File: src/mcmq_pkg.sv
// Shared constants, codes and types of the multi-channel message queue.
// Used by mcmq_route and multi_channel_message_queue; depends on nothing.
package mcmq_pkg;

   localparam int CHANNELS  = 8;
   localparam int SLOTS     = 8;
   localparam int MAX_BEATS = 8;
   localparam int CAP_BYTES = MAX_BEATS * 8;

   localparam int CH_W   = $clog2(CHANNELS);
   localparam int SLOT_W = $clog2(SLOTS);
   localparam int BEAT_W = $clog2(MAX_BEATS);
   localparam int SIZE_W = 7;
   localparam int CNT_W  = 4;

   typedef enum logic [1:0] {
      OP_SEND  = 2'd0,
      OP_RECV  = 2'd1,
      OP_TABLE = 2'd2,
      OP_NONE  = 2'd3
   } opcode_type;

   localparam logic [1:0] ST_OK     = 2'd0;
   localparam logic [1:0] ST_NOACT  = 2'd1;
   localparam logic [1:0] ST_NOTFND = 2'd2;

   typedef struct packed {
      logic            hit;
      logic [CH_W-1:0] idx;
   } route_match_type;

endpackage

File: src/mcmq_route.sv
// Channel route table and its source and destination lookups.
// Depends on mcmq_pkg.
module mcmq_route (
   input  logic                           clock,
   input  logic                           wr_en,
   input  logic [mcmq_pkg::CH_W-1:0]      wr_idx,
   input  logic [31:0]                    wr_data,
   input  logic [mcmq_pkg::CNT_W-1:0]     channel_count,
   input  logic [7:0]                     part_id,
   input  logic [7:0]                     port_id,
   output mcmq_pkg::route_match_type      src_match,
   output mcmq_pkg::route_match_type      dst_match
);

   logic [31:0] table_ff [mcmq_pkg::CHANNELS];

   always_ff @(posedge clock) begin
      if (wr_en) begin
         table_ff[wr_idx] <= wr_data;
      end
   end

   always_comb begin
      src_match = '0;
      dst_match = '0;
      for (int i = mcmq_pkg::CHANNELS - 1; i >= 0; i--) begin
         if (i < int'(channel_count)) begin
            if (table_ff[i][31:24] == part_id && table_ff[i][23:16] == port_id) begin
               src_match.hit = 1'b1;
               src_match.idx = mcmq_pkg::CH_W'(i);
            end
            if (table_ff[i][15:8] == part_id && table_ff[i][7:0] == port_id) begin
               dst_match.hit = 1'b1;
               dst_match.idx = mcmq_pkg::CH_W'(i);
            end
         end
      end
   end

endmodule

File: config.mk
export PLATFORM = sky130hd
export DESIGN_NAME = mcmq_route
export DESIGN_NICKNAME = d
export VERILOG_FILES = /design/src/mcmq_pkg.sv /design/src/mcmq_route.sv
export SDC_FILE = /design/constraint.sdc
export NUM_CORES = 1
export LEC_CHECK = 0
export BUFFER_PORTS_ARGS = -buffer_cell sky130_fd_sc_hd__buf_2
export CORE_MARGIN = 1.5
export CORE_UTILIZATION = 35
export DETAILED_ROUTE_END_ITERATION = 10
export SYNTH_ARGS = -nofsm -noshare
export SYNTH_HDL_FRONTEND = slang
export SYNTH_SLANG_ARGS = --single-unit
File: constraint.sdc
create_clock -name clock -period 3.91 [get_ports clock]
set_clock_uncertainty 0.2 [all_clocks]
set_input_delay 0.391 -clock clock [delete_from_list [all_inputs] [get_ports clock]]
set_output_delay 0.391 -clock clock [all_outputs]
set_load 0.05 [all_outputs]
# --- Word level (Yosys, flattened, before mapping) ---
# Memory sizes are Yosys's and may differ from the RTL's.
# Index checks and enable logic that the tools add are counted.
# Widths: inputs -> output; s select.
totals:
  latch_bits: 0
  elab_cells: 91
  input_bits: 57
  mem_bits_rw: 256
  reg_bits: 0
  rom_bits: 0
  output_inout_bits: 8
  n_memories: 1
op_classes:
  n_lt_le_gt_ge: 8
  bitwise_logic: 0
  eq_ne: 32
  n_reduce_logical: 16
  addsub: 0
  shift: 0
  multipliers: 0
  div_mod_pow: 0
  muxes: 34
mem_list:
  columns: ["memory", "words", "width", "read_ports", "rd_ports_with_merged_regs", "wr", "line", "text"]
  rows:
  - ["table_ff", 8, 32, 8, 0, 1, "mcmq_route.sv:15", "logic [31:0] table_ff [mcmq_pkg::CHANNELS];"]
ops:
  columns: ["operator", "n"]
  rows:
  - ["$eq 8x8->1", 32]
  - ["$mux 4", 32]
  - ["$logic_and 1x1->1", 16]
  - ["$lt 3x4->1 const A", 4]
  - ["$lt 1x4->1 const A", 2]
  - ["$lt 2x4->1 const A", 2]
  - ["$mux 1", 2]

# --- Depth between registers and ports, before layout ---
# Gate-level depths: netlist of the first run.
depth:
  depth_word: 18
  ltp_mapped: 8

# --- Worst setup path before layout of the first run ---
# No wires, ideal clock.
synth_path:
  path_kind: "input port to output port"
  start: "input port_id[6]"
  end: "output dst_match[2] (netlist bit)"
  n_path_buf: 1
  t_arrival_ps: 3078
  path_stages: 7
  slack_ps: 241
  cell_sequence: "buf_2 -> xor2_1 -> nor4_1 -> nand4_1 -> or2_0 -> and3b_1 -> nor4_1"
synth_lines:
  columns: ["item", "line", "text"]
  rows:
  - ["start: declaration", "mcmq_route.sv:10", "input logic [7:0] port_id,"]
  - ["end: declaration", "mcmq_route.sv:12", "output mcmq_pkg::route_match_type dst_match"]

==> PnR_summary.wiki, run 1 <==
{| class="wikitable"
! Metric !! Value
|-
| Pin count of the biggest net entering global routing || 33
|-
| Unrepaired setup endpoints after global routing || no
|-
| Power density over cell area || 472 nW/µm²
|-
| Slew headroom || 26.6%
|-
| Hold_ws || 6.50 ps
|-
| Number of levels the H-tree was split into || 1
|-
| Largest cells by area after synthesis || sky130_fd_sc_hd__edfxtp_1, sky130_fd_sc_hd__xor2_1, sky130_fd_sc_hd__xnor2_1
|-
| I/O Buffers || 64
|-
| EDFF count, synth || 256
|-
| DRC violations left || 0
|-
| Registers with the most flip-flops || table_ff: 256 flops
|-
| Die Span X || 181 µm
|-
| Final hold vios || 0
|-
| Cell count after synthesis || 690
|-
| Switching Power || 1330 µW
|-
| Combined area of the multi-input logic cells || 3190 µm²
|-
| Starting utilization of the core area || 35.4%
|-
| Detail Placement HPWL || 19,300 µm
|-
| Worst path most repeated cell || sky130_fd_sc_hd__nor4_1
|-
| Delay-heaviest family, CP || simple AND/OR/NAND/NOR gates
|-
| Antenna Diode Count || 0
|-
| Part of the power in combinational logic || 7.3%
|-
| Cell taking the most area after synthesis || sky130_fd_sc_hd__edfxtp_1
|-
| Combined buffer and inverter count along the critical path || 1
|-
| Netlist Area Pre-Place || 11,100 µm²
|-
| Routed wire length || 28,600 µm
|-
| Peak clock frequency supported by timing || 277 MHz
|-
| Clock sinks || 256
|-
| Count of different cell masters after synthesis || 32
|-
| Fraction of post-synthesis cell area in the top cell type by area || 69.0%
|-
| Post-route design area || 12,900 µm²
|-
| Register with the highest flop count || table_ff
|-
| Clock slew at the register clock pins of the worst setup and hold paths || 70 ps
|-
| IR drop worst, VDD || 0.000270 V
|-
| Sequential cell area || 7690 µm²
|-
| Crit path largest cell delay || 640 ps
|-
| Run status || finished, final reports clean
|-
| Synthesis-to-layout area growth || 16.1%
|-
| Prevailing post-synth register cell || sky130_fd_sc_hd__edfxtp_1
|-
| Vias in the first global route || 5,904
|-
| Number of buffers added by the clock tree synthesis step || 26
|-
| Average wire length per cell after detail routing || 23.6 µm
|-
| Total global-route track usage || 17.3%
|-
| IO Count || 65
|-
| Core outline area || 31,500 µm²
|-
| Max Fanout on Critical Path || 2
|-
| Kind of launch point of the worst setup path || flop
|-
| Switching share of total power || 21.8%
|-
| Leakage power figure || 0.00442 µW
|-
| Worst-path cell with the longest stage delay || sky130_fd_sc_hd__nor4_1
|-
| Internal power || 4780 µW
|-
| Number of nets in the layout || 847
|-
| Final worst path period need || 3610 ps
|-
| GRT overflow || 0
|-
| First-pass GRT wire length || 41,000 µm
|-
| TritonCTS clock tree || yes
|-
| Accumulated negative setup slack || 0 ps
|-
| Sequential element share of the synthesized area || 69.0%
|-
| YS warnings || 0
|-
| Worst hold path type || in -> reg
|-
| Die footprint || 32,900 µm²
|-
| Mean cell area of the mapped netlist || 16.2 µm²
|-
| Net count of the mapped netlist || 747
|-
| Via count of the routed design || 5,989
|-
| Flops & latches, synth || 256
|-
| Post-DR vias/cell || 4.95
|-
| Worst slack, placed || 350 ps
|-
| Sequential Power Share || 51.5%
|-
| Slew of the pin with the lowest slew margin || 1100 ps
|-
| Count of standard-cell rows || 65
|-
| Remaining antenna violation count after routing || 0
|-
| Number of filler instances in the final layout || 2,804
|-
| Final WS setup || 297 ps
|-
| Leading cell type by number of instances after synthesis || sky130_fd_sc_hd__edfxtp_1
|-
| Critical path class || reg -> out
|-
| Crit path cell chain || xor2_1 -> nor4_1 -> nand4_1 -> o22ai_1 -> and3b_1 -> nor4_1 -> buf_2
|-
| Maximum clock path buffer count || 3
|-
| MaxCap Viol Count || 0
|-
| Global placement routability congestion || 0.845
|-
| Final-report max-slew violation count || 0
|-
| Async SR Flop Fraction || 0%
|-
| Number of iterations in the first detailed-routing pass || 4
|-
| CTS root buffer || sky130_fd_sc_hd__clkbuf_16
|-
| First DRT Iteration DRCs || 491
|-
| Setup violations, final || 0
|-
| Post-detailed-placement cell area || 11,900 µm²
|-
| Clk network pwr share || 41.1%
|-
| Critical Path AT || 3020 ps
|-
| Initial antenna violation count || 1
|-
| Fraction of final layout cells sized beyond drive strength 1 || 17.8%
|-
| Die boundary height || 181 µm
|-
| Synth cell count leaders || sky130_fd_sc_hd__edfxtp_1, sky130_fd_sc_hd__xor2_1, sky130_fd_sc_hd__nor4_1
|-
| Critical path endpoint category || output port
|-
| Post-CTS Setup Bufs || 0
|-
| Fin crit share || 92.4%
|-
| CP Data Required Time || 3320 ps
|-
| Flip-flop count of the largest register after layout || 256
|}
[routing by layer]
metal  GRT usage [%]  wire length [µm]
met1            24.1             12800
met2            28.6             13600
met3            2.45              1750
met4            4.07               457
met5               0                12
[kinds of logic after synthesis]
family / Yosys count / share of synthesized area (%)
xor gates and xnor gates: 256 / 20.1
DFF: 256 / 69.0
AOI/OAI and AO/OA: 13 / 0.887
and+or+nand+nor: 130 / 7.15
buffers and inverters: 35 / 2.88
[stage by stage]
step,power (µW),instances,utilization (%)
CTS,6150,1210,41.1
global route,6300,1210,41.1
global placement,3640,1148,37.8
floorplan,3460,690,-
detailed placement,3640,1148,37.8
finish,6110,1210,41.1
[repair_timing]
action                    in CTS  in global routing
hold buffers                  16                  0
gates resized for setup        0                  0
hold endpoints to repair     126                  0
[cells in the final DEF (no fill, tap or decap), drive strengths merged]
cell type      n
o41ai          1
xor2         215
inv            2
o32ai          2
or3            1
nor2          17
edfxtp       256
nand2          7
and3b          1
a211oi         2
nor3b          1
clkbuf        29
clkinvlp       2
a31oi          1
nand2b         6
xnor2         41
or2            1
buf           89
o21a           1
bufinv         4
a21oi          3
a311oi         1
nand3          3
nand4         24
dlygate4sd3   16
o22ai          2
or4b           1
clkinv        11
or4            2
nor4          51
nor3          14
nor2b          1
[final cells by class]
| cell class | instances | share of cell area, % |
|---|---|---|
| Multi-Input combinational cell | 399 | 24.7 |
| Clock inverter | 17 | 1.40 |
| Inverter | 2 | 0.0580 |
| Timing Repair Buffer | 105 | 5.26 |
| Sequential cell | 256 | 59.4 |
| Tap cell | 402 | 3.89 |
| Clock buffer | 29 | 5.28 |
[final timing paths]
check                      startpoint              end  slack [ps]  cells past startpoint
worst min-delay path      wr_data[21]  table_ff[0][21]           7                      1
worst max-delay path  table_ff[6][10]     dst_match[2]         300                      7
[power by group through the flow]
stage                     registers [µW]  clock network, µW  logic [µW]
after floorplan                     3200                  0         259
after global placement              3200                  0         437
after detailed placement            3210                  0         437
after CTS                           3150               2550         453
after global routing                3150               2660         481
final                               3150               2510         448
Note: power is estimated with default switching activity, not from simulation.
==> run 2: changes to the inputs <==
Settings changed: CORE_ASPECT_RATIO set to 1.25.
==> run 2 against run 1 <==
The run now ends with negative hold slack left. Global-route usage is 0.92 points higher. Total power down 1.2%. Highest routed layer is now met4. Cell area is 0.97% higher. Non-clock buffer count grew 22. Final cell count rose by 2.0%. Clock-buffer cell count up 1. Sequential cell count is the same. Routed wire length is 3.5% higher. Die area hardly changed.
==> PnR_summary.wiki, run 2 (same netlist as run 1, synthesis figures left out) <==
{| class="wikitable"
! Metric !! Value
|-
| First-pass GRT wire length || 42,500 µm (was 41,000 µm)
|-
| Part of the power in combinational logic || 7.8% (was 7.3%)
|-
| Slew of the pin with the lowest slew margin || 811 ps (was 1100 ps)
|-
| Power density over cell area || 462 nW/µm² (was 472 nW/µm²)
|-
| Unrepaired setup endpoints after global routing || no (unchanged)
|-
| IO Count || 65 (unchanged)
|-
| CP Data Required Time || 3320 ps (about the same)
|-
| Cell count after placement || 1,173 (was 1,148)
|-
| Starting utilization of the core area || 35.8% (was 35.4%)
|-
| Global placement routability congestion || 0.979 (was 0.845)
|-
| Core outline area || 31,200 µm² (was 31,500 µm²)
|-
| IR drop worst, VDD || 0.000383 V (was 0.000270 V)
|-
| Antenna Diode Count || 0 (unchanged)
|-
| DRC violations left || 0 (unchanged)
|-
| CTS root buffer || sky130_fd_sc_hd__clkbuf_16 (unchanged)
|-
| Worst-path cell with the longest stage delay || sky130_fd_sc_hd__nor4_1 (unchanged)
|-
| Final Total Pwr || 6040 µW (was 6110 µW)
|-
| GRT overflow || 0 (unchanged)
|-
| Fin crit share || 91.5% (was 92.4%)
|-
| Delay-heaviest family, CP || simple AND/OR/NAND/NOR gates (unchanged)
|-
| Final standard cell count with taps included and fillers excluded || 1,234 (was 1,210)
|-
| Kind of launch point of the worst setup path || primary input (was flop)
|-
| Final hold vios || 3 (was 0)
|-
| Clock sinks || 256 (unchanged)
|-
| Vias in the first global route || 6,390 (was 5,904)
|-
| Switching share of total power || 22.4% (was 21.8%)
|-
| Maximum clock path buffer count || 3 (unchanged)
|-
| Die boundary height || 203 µm (was 181 µm)
|-
| Commonest non-fill, non-tap cells in the layout || sky130_fd_sc_hd__edfxtp_1, sky130_fd_sc_hd__xor2_1, sky130_fd_sc_hd__buf_2 (unchanged)
|-
| Max Fanout on Critical Path || 11 (was 2)
|-
| Flip-flop count of the largest register after layout || 256 (unchanged)
|-
| Number of filler instances in the final layout || 2,906 (was 2,804)
|-
| Number of levels the H-tree was split into || 1 (unchanged)
|-
| Hold Path Depth || 1 (unchanged)
|-
| TritonCTS clock tree || yes (unchanged)
|-
| Share of the core filled with cells || 41.9% (was 41.1%)
|-
| Hold_ws || -5.38 ps (was 6.50 ps)
|-
| Pin count of the biggest net entering global routing || 33 (unchanged)
|-
| MaxCap Viol Count || 0 (unchanged)
|-
| Post-CTS Setup Bufs || 0 (unchanged)
|-
| Fraction of final layout cells sized beyond drive strength 1 || 19.5% (was 17.8%)
|-
| Slew headroom || 45.4% (was 26.6%)
|-
| Number of iterations in the first detailed-routing pass || 7 (was 4)
|-
| Count of standard-cell rows || 72 (was 65)
|-
| Critical path class || in -> out (was reg -> out)
|-
| Combined buffer and inverter count along the critical path || 3 (was 1)
|-
| Violated checks || negative hold slack
|-
| Registers with the most flip-flops || table_ff: 256 flops (unchanged)
|-
| Switching Power || 1350 µW (was 1330 µW)
|-
| Final worst path period need || 3580 ps (was 3610 ps)
|-
| Commonest non-fill, non-tap cell in the layout || sky130_fd_sc_hd__edfxtp_1 (unchanged)
|-
| Crit path largest cell delay || 600 ps (was 640 ps)
|-
| Total number of cells along the worst setup path || 9 (was 7)
|-
| Die Span X || 163 µm (was 181 µm)
|-
| Post-DR vias/cell || 4.89 (was 4.95)
|-
| Leakage power figure || 0.00451 µW (was 0.00442 µW)
|-
| First DRT Iteration DRCs || 514 (was 491)
|-
| Average wire length per cell after detail routing || 24.0 µm (was 23.6 µm)
|-
| Clk network pwr share || 40.1% (was 41.1%)
|-
| Register with the highest flop count || table_ff (unchanged)
|-
| Peak clock frequency supported by timing || 280 MHz (was 277 MHz)
|-
| Internal power || 4690 µW (was 4780 µW)
|-
| Initial antenna violation count || 0 (was 1)
|-
| Clock slew at the register clock pins of the worst setup and hold paths || 60 ps (was 70 ps)
|-
| Number of nets in the layout || 869 (was 847)
|-
| Final-report max-slew violation count || 0 (unchanged)
|-
| Remaining antenna violation count after routing || 0 (unchanged)
|-
| Accumulated negative setup slack || 0 ps (unchanged)
|-
| Run status || finished with violations (was finished, final reports clean)
|-
| Critical path endpoint category || output port (unchanged)
|-
| Total global-route track usage || 18.2% (was 17.3%)
|-
| Routed wire length || 29,600 µm (was 28,600 µm)
|-
| Die footprint || 32,900 µm² (about the same)
|-
| I/O Buffers || 64 (unchanged)
|-
| Number of buffers added by the clock tree synthesis step || 26 (unchanged)
|-
| Synthesis-to-layout area growth || 17.2% (was 16.1%)
|-
| Detail Placement HPWL || 20,900 µm (was 19,300 µm)
|-
| Critical Path AT || 2990 ps (was 3020 ps)
|-
| Crit path cell chain || buf_2 -> buf_4 -> xor2_1 -> nor4_1 -> nand4_1 -> o22ai_1 -> and3b_1 -> nor4_1 -> buf_2 (was xor2_1 -> nor4_1 -> nand4_1 -> o22ai_1 -> and3b_1 -> nor4_1 -> buf_2)
|-
| Via count of the routed design || 6,037 (was 5,989)
|-
| Setup violations, final || 0 (unchanged)
|-
| Sequential Power Share || 52.2% (was 51.5%)
|-
| Worst hold path type || in -> reg (unchanged)
|}
[run 2: what timing repair did]
item | 4_1_cts | 5_1_grt
gates resized for setup | 0 | 0
hold buffers | 18 | 0
endpoints found under the hold margin | 134 | 0
[run 2: worst paths after layout]
check / from / to / slack [ps]
worst max-delay path: part_id[2] / dst_match[2] / 330
worst min-delay path: wr_data[27] / table_ff[1][27] / -5
[run 2: metrics by stage]
step	area [µm²]	setup slack [ps]
after floorplan	11100	241
after global placement	12100	338
after detailed placement	12100	357
after CTS	13100	342
after global routing	13100	180
final	13100	333
[run 2: power groups by stage]
stage	sequential (µW)	combinational [µW]	clock [µW]
2_1_floorplan	3200	259	0
3_3_place_gp	3200	461	0
3_5_place_dp	3210	462	0
4_1_cts	3150	479	2460
5_1_grt	3160	502	2550
6_report	3150	469	2420
[run 2: area by class of cell]
type / count / area (µm²) / area share, %
inverter: 2 / 7.51 / 0.0575
tap: 407 / 509 / 3.90
clock buffer: 30 / 666 / 5.10
sequential: 256 / 7690 / 58.9
timing repair buffer: 127 / 851 / 6.51
clock inverter: 13 / 148 / 1.13
multi-input combinational: 399 / 3190 / 24.4
[run 2: layer usage]
| layer | global-route usage (%) | part of all wire [%] |
|---|---|---|
| met4 | 6.52 | 3.6 |
| met3 | 2.31 | 4.4 |
| met1 | 22.6 | 41 |
| met5 | 0 | 0 |
| met2 | 32.4 | 51 |
